## src/lkvc_pkg.sv

```systemverilog
`timescale 1ns / 1ps

package lkvc_pkg;

    localparam int KEY_W = 32;
    localparam int VAL_W = 32;
    localparam int CAP_W = 5;

    localparam logic [CAP_W-1:0] CAP_RESET = 5'd16;
    localparam logic signed [VAL_W-1:0] MISS_VALUE = -32'sd1;
    localparam logic signed [VAL_W-1:0] PUT_VALUE = 32'sd0;

    typedef enum logic
    {
        CMD_GET = 1'b0,
        CMD_PUT = 1'b1
    } lkvc_cmd_t;

    typedef struct packed
    {
        lkvc_cmd_t               command;
        logic signed [KEY_W-1:0] lookup_key;
        logic signed [VAL_W-1:0] write_value;
    } lkvc_req_t;

    typedef struct packed
    {
        logic                    found;
        logic signed [VAL_W-1:0] read_value;
    } lkvc_rsp_t;

    typedef struct packed
    {
        logic                    valid;
        logic signed [KEY_W-1:0] key;
        logic signed [VAL_W-1:0] value;
    } lkvc_entry_t;

    // Broadcast to every cell for the transfer being taken this cycle.
    typedef struct packed
    {
        logic update;
        logic hit_mode;
        logic evict;
    } lkvc_ctrl_t;

endpackage

```

## src/lkvc_cell.sv

```systemverilog
`timescale 1ns / 1ps

module lkvc_cell
(
    input  logic                              clk,
    input  logic                              rst_n,
    input  logic signed [lkvc_pkg::KEY_W-1:0] lookup_key,
    input  lkvc_pkg::lkvc_ctrl_t              ctrl,
    input  lkvc_pkg::lkvc_entry_t             prev_entry,
    output lkvc_pkg::lkvc_entry_t             entry,
    input  logic                              match_in,
    input  logic signed [lkvc_pkg::VAL_W-1:0] value_in,
    output logic                              match_out,
    output logic signed [lkvc_pkg::VAL_W-1:0] value_out
);

    import lkvc_pkg::*;

    logic                    valid_reg;
    logic                    valid_next;
    logic signed [KEY_W-1:0] key_reg;
    logic signed [VAL_W-1:0] value_reg;
    logic                    hit;
    logic                    load;

    assign hit       = valid_reg && (key_reg == lookup_key);
    assign match_out = match_in | hit;
    assign value_out = value_in | (hit ? value_reg : '0);

    // A cell takes its neighbour's entry when it lies between the front of the
    // chain and the hit, or, on an insert, inside the part of the chain that
    // moves down by one place. On eviction the last valid cell is overwritten.
    always_comb
    begin
        if (ctrl.hit_mode)
        begin
            load = ctrl.update && match_out;
        end
        else if (ctrl.evict)
        begin
            load = ctrl.update && valid_reg;
        end
        else
        begin
            load = ctrl.update && prev_entry.valid;
        end
        valid_next = load ? prev_entry.valid : valid_reg;
    end

    always_ff @(posedge clk or negedge rst_n)
    begin
        if (!rst_n)
        begin
            valid_reg <= 1'b0;
        end
        else
        begin
            valid_reg <= valid_next;
        end
    end

    always_ff @(posedge clk)
    begin
        if (load)
        begin
            key_reg   <= prev_entry.key;
            value_reg <= prev_entry.value;
        end
    end

    assign entry.valid = valid_reg;
    assign entry.key   = key_reg;
    assign entry.value = value_reg;

endmodule

```

## src/lru_key_value_cache.sv

```systemverilog
`timescale 1ns / 1ps

// Channel   Signals                        Direction  Contents
// req       req_valid, req_ready, req      in         command, lookup_key, write_value
// rsp       rsp_valid, rsp_ready, rsp      out        found, read_value
// cfg       cfg_valid, cfg_ready, cfg_data in         capacity_in_use
//
// One request is taken per cycle; its response appears in the response
// register on the next cycle. The speed is set by the parallel key compare in
// the cell chain and the shift of the chain, both done in the cycle of the
// transfer. req_ready drops only while a response is held with rsp_ready low.
// Reset clears all entries and sets the capacity to sixteen; cfg is always ready.

module lru_key_value_cache
#(
    parameter int ENTRIES = 16
)
(
    input  logic                               clk,
    input  logic                               rst_n,
    input  logic                               req_valid,
    output logic                               req_ready,
    input  lkvc_pkg::lkvc_req_t                req,
    output logic                               rsp_valid,
    input  logic                               rsp_ready,
    output lkvc_pkg::lkvc_rsp_t                rsp,
    input  logic                               cfg_valid,
    output logic                               cfg_ready,
    input  logic [lkvc_pkg::CAP_W-1:0]         cfg_data
);

    import lkvc_pkg::*;

    localparam int CW   = $clog2(ENTRIES + 1);
    localparam int CMPW = (CW > CAP_W) ? CW : CAP_W;
    localparam logic [CMPW-1:0] ENT_LIM = CMPW'(ENTRIES);
    localparam logic [CMPW-1:0] CAP_MIN = CMPW'(1);

    // The chain is kept in recency order: cell 0 is the most recent entry.
    lkvc_entry_t             entries [ENTRIES];
    logic                    match   [ENTRIES+1];
    logic signed [VAL_W-1:0] value_c [ENTRIES+1];

    logic [CAP_W-1:0] cap_reg;
    logic [CW-1:0]    count_reg;
    logic [CW-1:0]    count_next;
    logic             rsp_valid_reg;
    logic             rsp_valid_next;
    lkvc_rsp_t        rsp_reg;
    lkvc_rsp_t        rsp_next;

    logic             accept;
    logic             is_put;
    logic             any_hit;
    logic [CMPW-1:0]  cap_ext;
    logic [CMPW-1:0]  eff_cap;
    lkvc_ctrl_t       ctrl;
    lkvc_entry_t      head;

    assign accept    = req_valid && req_ready;
    assign req_ready = !rsp_valid_reg || rsp_ready;
    assign cfg_ready = 1'b1;
    assign is_put    = (req.command == CMD_PUT);
    assign any_hit   = match[0];

    assign match[ENTRIES]   = 1'b0;
    assign value_c[ENTRIES] = '0;

    always_comb
    begin
        cap_ext = CMPW'(cap_reg);
        if (cap_ext < CAP_MIN)
        begin
            eff_cap = CAP_MIN;
        end
        else if (cap_ext > ENT_LIM)
        begin
            eff_cap = ENT_LIM;
        end
        else
        begin
            eff_cap = cap_ext;
        end
    end

    always_comb
    begin
        ctrl.update   = accept && (any_hit || is_put);
        ctrl.hit_mode = any_hit;
        ctrl.evict    = !any_hit && (CMPW'(count_reg) >= eff_cap);

        head.valid = 1'b1;
        head.key   = req.lookup_key;
        head.value = is_put ? req.write_value : value_c[0];

        count_next = count_reg;
        if (accept && is_put && !any_hit && !ctrl.evict)
        begin
            count_next = count_reg + CW'(1);
        end

        rsp_valid_next = rsp_valid_reg;
        rsp_next       = rsp_reg;
        if (accept)
        begin
            rsp_valid_next      = 1'b1;
            rsp_next.found      = any_hit;
            rsp_next.read_value = is_put ? PUT_VALUE : (any_hit ? value_c[0] : MISS_VALUE);
        end
        else if (rsp_ready)
        begin
            rsp_valid_next = 1'b0;
        end
    end

    for (genvar i = 0; i < ENTRIES; i++)
    begin : g_cell
        lkvc_cell u_cell
        (
            .clk        (clk),
            .rst_n      (rst_n),
            .lookup_key (req.lookup_key),
            .ctrl       (ctrl),
            .prev_entry ((i == 0) ? head : entries[(i == 0) ? 0 : i - 1]),
            .entry      (entries[i]),
            .match_in   (match[i+1]),
            .value_in   (value_c[i+1]),
            .match_out  (match[i]),
            .value_out  (value_c[i])
        );
    end

    always_ff @(posedge clk or negedge rst_n)
    begin
        if (!rst_n)
        begin
            cap_reg       <= CAP_RESET;
            count_reg     <= '0;
            rsp_valid_reg <= 1'b0;
        end
        else
        begin
            if (cfg_valid && cfg_ready)
            begin
                cap_reg <= cfg_data;
            end
            count_reg     <= count_next;
            rsp_valid_reg <= rsp_valid_next;
        end
    end

    always_ff @(posedge clk)
    begin
        rsp_reg <= rsp_next;
    end

    assign rsp_valid = rsp_valid_reg;
    assign rsp       = rsp_reg;

endmodule
```

## config.mk

```make
export PLATFORM = sky130hd
export DESIGN_NAME = lru_key_value_cache
export DESIGN_NICKNAME = d
export VERILOG_FILES = /design/src/lkvc_pkg.sv /design/src/lkvc_cell.sv /design/src/lru_key_value_cache.sv
export SDC_FILE = /design/constraint.sdc
export NUM_CORES = 2
export LEC_CHECK = 0
export ABC_AREA = 0
export BUFFER_PORTS_ARGS = -buffer_cell sky130_fd_sc_hd__buf_2
export CAP_MARGIN = 0
export CORE_ASPECT_RATIO = 1.5
export CORE_UTILIZATION = 45
export CTS_CLUSTER_SIZE = 10
export DETAILED_ROUTE_END_ITERATION = 10
export PLACE_DENSITY_LB_ADDON = 0.12
export SLEW_MARGIN = 5
export SYNTH_ARGS = -nofsm -noshare
export SYNTH_HDL_FRONTEND = slang
export SYNTH_SLANG_ARGS = --single-unit
```

## constraint.sdc

```tcl
create_clock -name clk -period 23.7 [get_ports clk]
set_input_delay 3.555 -clock clk [delete_from_list [all_inputs] [get_ports clk]]
set_output_delay 3.555 -clock clk [all_outputs]
set_load 0.01 [all_outputs]
```

Word-level counts from Yosys, hierarchy flattened
Index checks and enable logic that the tools add are counted.
{"block": "totals", "ff_bits": 1084, "word_cells": 217, "input_bits": 75, "output_inout_bits": 36}
{"block": "classes", "order_cmp": 3, "bitwise": 30, "n_eq_ne": 16, "add_sub_neg": 1, "n_reduce_logical": 60, "mux": 54}
{"op": "32-bit 2-to-1 mux", "count": 18}
{"op": "32-bit == test", "count": 16}
{"op": "32-bit OR", "count": 15}
{"op": "1-bit logical AND", "count": 54}
{"op": "1-bit 2-to-1 mux", "count": 34}
{"op": "1-bit OR", "count": 15}
{"op": "5-bit 2-to-1 mux", "count": 2}
{"op": "5-bit by 1-bit adder with 5-bit output (second input constant)", "count": 1}
{"op": "5-bit greater-or-equal comparator", "count": 1}
{"op": "5-bit greater-than comparator (second input constant)", "count": 1}
{"op": "5-bit by 1-bit less-than comparator with 1-bit output (second input constant)", "count": 1}
{"op": "1-bit zero test", "count": 3}
{"op": "1-bit logical OR", "count": 2}
{"op": "2-bit nonzero test", "count": 1}

Logic depth before layout (Yosys ltp)
{"block": "logic_depth", "ltp_word": 22, "depth_mapped": 14}

Hierarchy
Synthesis repeated with hierarchy kept, for this count alone.
{"block": "hier_totals", "hier_cells": 2808, "area_unflattened_um2": 45441.1}
{"module": "lkvc_cell", "area_per_inst_um2": 2700.1, "cells_each": 161, "instances": 16}
{"module": "lru_key_value_cache", "area_per_inst_um2": 2239.6, "cells_each": 232, "instances": 1}

Worst setup path before layout
No wires, ideal clock.
{"block": "synth_path", "path_type": "input to register", "start": "in req[36] (netlist name)", "end": "reg g_cell[15].u_cell.key_reg[0], enable pin", "required_ns": 23.126, "cell_stages": 12, "path_slack_ns": 13.174, "t_arrival_ns": 9.952, "setup_ns": 0.574, "path_cell_list": "buf_4 > buf_4 > xnor2_1 > nand4_1 > nor4_1 > and4_1 > nor4_4 > nand4_2 > or2_1 > buf_6 > buf_2 > o21ai_0"}
{"block": "synth_between", "elab_chain_len": 22}
{"element": "start, declared", "line_no": "lru_key_value_cache.sv:23", "source": "input lkvc_pkg::lkvc_req_t req,"}
{"element": "32-bit == test", "line_no": "lkvc_cell.sv:26", "source": "assign hit = valid_reg && (key_reg == lookup_key);"}
{"element": "1-bit logical AND", "line_no": "lkvc_cell.sv:26"}
{"element": "1-bit OR (14 in series)", "line_no": "lkvc_cell.sv:27", "source": "assign match_out = match_in | hit;"}
{"element": "1-bit OR *", "line_no": "lkvc_cell.sv:27"}
{"element": "net any_hit", "line_no": "lru_key_value_cache.sv:54", "source": "logic any_hit;"}
{"element": "1-bit logical OR", "line_no": "lru_key_value_cache.sv:88", "source": "ctrl.update = accept && (any_hit || is_put);"}
{"element": "1-bit logical AND", "line_no": "lru_key_value_cache.sv:88"}
{"element": "1-bit logical AND (on tied branches)", "line_no": "lkvc_cell.sv:45, lkvc_cell.sv:41"}
{"element": "1-bit 2-to-1 mux", "line_no": "lkvc_cell.sv:39", "source": "else if (ctrl.evict)"}
{"element": "1-bit 2-to-1 mux *", "line_no": "lkvc_cell.sv:35", "source": "if (ctrl.hit_mode)"}
{"element": "net g_cell[15].u_cell.load", "line_no": "lkvc_cell.sv:24", "source": "logic load;"}
{"element": "end signal, assigned", "line_no": "lkvc_cell.sv:66", "source": "key_reg <= prev_entry.key;"}
{"element": "end, declared", "line_no": "lkvc_cell.sv:21", "source": "logic signed [KEY_W-1:0] key_reg;"}
Mark *: on every way through the listed nets, which the timed path passes. The rest lies on a longest branch.
A chain may end at the register's enable or synchronous reset.

Final worst setup path
{"block": "layout_path", "start": "in req[35] (netlist name)", "end": "reg g_cell[3].u_cell.value_reg[1], enable pin"}
{"block": "layout_between", "elab_chain_len": 22}
{"element": "32-bit == test", "line_no": "lkvc_cell.sv:26"}
{"element": "1-bit logical AND", "line_no": "lkvc_cell.sv:26"}
{"element": "1-bit OR (14 in series)", "line_no": "lkvc_cell.sv:27"}
{"element": "1-bit OR *", "line_no": "lkvc_cell.sv:27"}
{"element": "net any_hit", "line_no": "lru_key_value_cache.sv:54"}
{"element": "1-bit logical OR", "line_no": "lru_key_value_cache.sv:88"}
{"element": "1-bit logical AND", "line_no": "lru_key_value_cache.sv:88"}
{"element": "1-bit logical AND (on tied branches)", "line_no": "lkvc_cell.sv:45, lkvc_cell.sv:41"}
{"element": "1-bit 2-to-1 mux", "line_no": "lkvc_cell.sv:39"}
{"element": "1-bit 2-to-1 mux *", "line_no": "lkvc_cell.sv:35"}
{"element": "net g_cell[3].u_cell.load", "line_no": "lkvc_cell.sv:24"}
{"element": "end signal, assigned", "line_no": "lkvc_cell.sv:67", "source": "value_reg <= prev_entry.value;"}
{"element": "end, declared", "line_no": "lkvc_cell.sv:22", "source": "logic signed [VAL_W-1:0] value_reg;"}
Marks and branches as above.

==> impl_metrics.toml <==
[clock_network]
cts_resized = 0
hold_buffers = 0
cts_root_buffer = "clkbuf_16"
cts_buffer_depth = 3
htreeDepth = 3
cts_tree = "built"
cts_setup_buffers = 0
clock_latency_ps = 730
cts-buffers-inserted = 118
cts.clk_slew.worst_paths_ps = 60
clkSinkCount = 1084

[route]
drc = 0
first_iter_violations = 1839
firstDrtPassIters = 6
vias = 24253
drt_wl_total_um = 136000
wl_per_cell_um = 33.8
drt-vias-per-instance = 6.02
ant_nets = 0

[logic_synthesis]
yosysUniqueCellTypes = 58
syn_area_um2 = 43500
synth_seq_cells = 1084
synth-async-reset-ratio = 0.0249
syn_nets = 2690
synth_ff_type = "edfxtp_1"
synth-edff-count = 1057
synth_area_per_cell_um2 = 16.7
ys_warn_count = 0
seq_area_frac_synth = 0.744
netlist_instances = 2609

[die]
rows = 139
die_area_um2 = 98000
initial_core_util = 0.454
core_area_um2 = 95800
ios = 111
die_x_um = 256
die_h_um = 383

[worst_setup_path]
cpMaxStageDelayCell = "o21ai_4"
crit_top_cell = "buf_4"
critPathMaxStageDelay_ps = 990
crit_required_ps = 24050
crit_path_start_kind = "primary input"
cp.arrival_ps = 8760
critPathMaxFanout = 37
end_kind = "flop"
crit_type = "primary input to flop"
path_cells = "buf_2 > xor2_1 > nor4_1 > nand4_1 > nor4_4 > buf_4 > nor4_4 > nand4_2 > or2_2 > buf_4 > o21ai_4 > buf_4"

[timing]
fmax_mhz = 119
slew_viol_final = 0
setup_ws_ps = 15280
rsz0062_at_grt = "false"
slew_headroom = 0.140
fin_setup_tns_ps = 0
period_share = 0.355
worst_pin_slew_ps = 1290
finalClockSkew_ps = 38.5
hold_violations = 0
setup_viol_count_final = 0
period_needed_ps = 8420
worst_hold_slack_ps = 426

[power]
p_leak_nw = 16.0
power_per_cell_area_nw_per_um2 = 89.3
ir_worst_vdd_mv = 0.0573

[finish]
drive_gt1_frac = 0.124
num-nets-final = 2825
multi_input_area_um2 = 10300
areaGrowthSynthToFinish_pct = 11.5
diodes = 0
fillerInstances = 7950
regArea_um2 = 32400

[global_routing]
grt_max_degree = 65
overflow = 0
grt_pass1_vias = 25744
grt_pass1_wl_um = 189000
grt_use_total = 0.279
grt_antenna_before_repair = 1

[placed_design]
dp_hpwl_um = 88500
gp_congestion = 0.879
preCtsSetupSlack_ps = 14660
portBuffers = 109

[status]
status = "finished clean"

[min_path]
hp-class = "flop to flop"

[job]
drv_cap = 0
[final timing paths]
kind | start | end | slack [ps] | depth (start not counted)
min in group asynchronous | rst_n | cap_ext[1] | 2890 | 1
max reg2reg | g_cell[8].u_cell.key_reg[3] | g_cell[3].u_cell.value_reg[1] | 18200 | 11
min reg2reg | g_cell[13].u_cell.value_reg[9] | g_cell[14].u_cell.value_reg[9] | 430 | 0
max | req[35] | g_cell[3].u_cell.value_reg[1] | 15280 | 12
min | g_cell[13].u_cell.value_reg[9] | g_cell[14].u_cell.value_reg[9] | 430 | 0
max in group asynchronous | rst_n | count_reg[4] | 20380 | 1
[routing by layer]
layer  up-vias  wire [um]  track usage
li1      10284          -            -
met1     12470      43000        0.276
met2      1147      74000        0.519
met5         -         13            0
met3       350       7540       0.0399
met4         2      11700        0.219
[metrics by stage]
step | power (W) | util | cell area [um2] | cells
after floorplan | 0.00259 | - | 43500 | 2609
after global placement | 0.00276 | 0.474 | 45400 | 3893
after detailed placement | 0.00277 | 0.474 | 45400 | 3893
after CTS | 0.00437 | 0.507 | 48600 | 4030
after global routing | 0.00445 | 0.507 | 48600 | 4030
final | 0.00434 | 0.507 | 48600 | 4030
[power by group]
part           internal, W  switching [W]  leakage [nW]
registers          0.00227      0.0000959          9.93
clock network     0.000889       0.000720          1.53
logic            0.0000979       0.000268          4.54
total              0.00325        0.00108          16.0
[kinds of logic after synthesis]
| logic type | count (synthesis) | share of synthesized area |
|---|---|---|
| adder cells (fa/ha/maj) | 6 | 0.00172 |
| AO/OA/AOI/OAI | 387 | 0.0643 |
| other | 1 | 0.0000861 |
| flip-flops | 1084 | 0.744 |
| AND/OR/NAND/NOR | 381 | 0.0514 |
| multiplexers | 45 | 0.0106 |
| XOR/XNOR | 514 | 0.103 |
| buffers and inverters | 191 | 0.0241 |
[cells in the final DEF, fill, tap and decap left out, types with 24 or more instances in the layout]
cell / synthesis / final
xnor2_1: 109 / 109
nand4_1: 68 / 68
nand3_1: 58 / 58
nand2_1: 37 / 36
dfrtp_1: 26 / 26
mux2i_1: 36 / 36
buf_2: 24 / 108
clkbuf_16: 0 / 119
xor2_1: 405 / 405
inv_1: 48 / 47
a221oi_1: 33 / 33
a21oi_1: 55 / 54
a22o_1: 33 / 33
a22oi_1: 200 / 200
edfxtp_1: 1057 / 1057
nor2_1: 52 / 52
nor3_1: 28 / 24
nor4_1: 101 / 99
buf_4: 53 / 50
[critical path, delay by kind of cell]
kind,cells,cell delay (ps)
AOI/OAI and AO/OA,1,990
xor gates and xnor gates,1,730
buffers and inverters,4,1840
and+or+nand+nor,6,1470
[cell usage after synthesis (all sizes together) (5+ instances only)]
master / number / share of area
a22oi: 200 / 0.034
a21o: 5 / 0.00086
o22ai: 9 / 0.0013
a21oi: 55 / 0.0063
or4: 6 / 0.0011
a22o: 33 / 0.0066
nand3: 58 / 0.0067
clkbuf: 48 / 0.0041
mux2i: 36 / 0.0083
nor4: 114 / 0.020
inv: 48 / 0.0041
a221oi: 34 / 0.0070
nor2: 53 / 0.0046
xnor2: 109 / 0.022
o21ai: 29 / 0.0033
buf: 95 / 0.016
ha: 6 / 0.0017
dfrtp: 26 / 0.015
edfxtp: 1057 / 0.73
nor3: 31 / 0.0039
nand2b: 5 / 0.00072
nand2: 37 / 0.0032
nand4: 69 / 0.010
mux2: 9 / 0.0023
xor2: 405 / 0.081
[area by class of cell]
cell class | count | share of cell area
Clock buffer | 132 | 0.0625
Inverter | 48 | 0.00371
Sequential cell | 1084 | 0.667
Multi-Input combinational cell | 1334 | 0.213
Clock inverter | 5 | 0.00188
Timing Repair Buffer | 158 | 0.0189
Tap cell | 1269 | 0.0327
No activity file was read; power rests on OpenSTA's default activity.
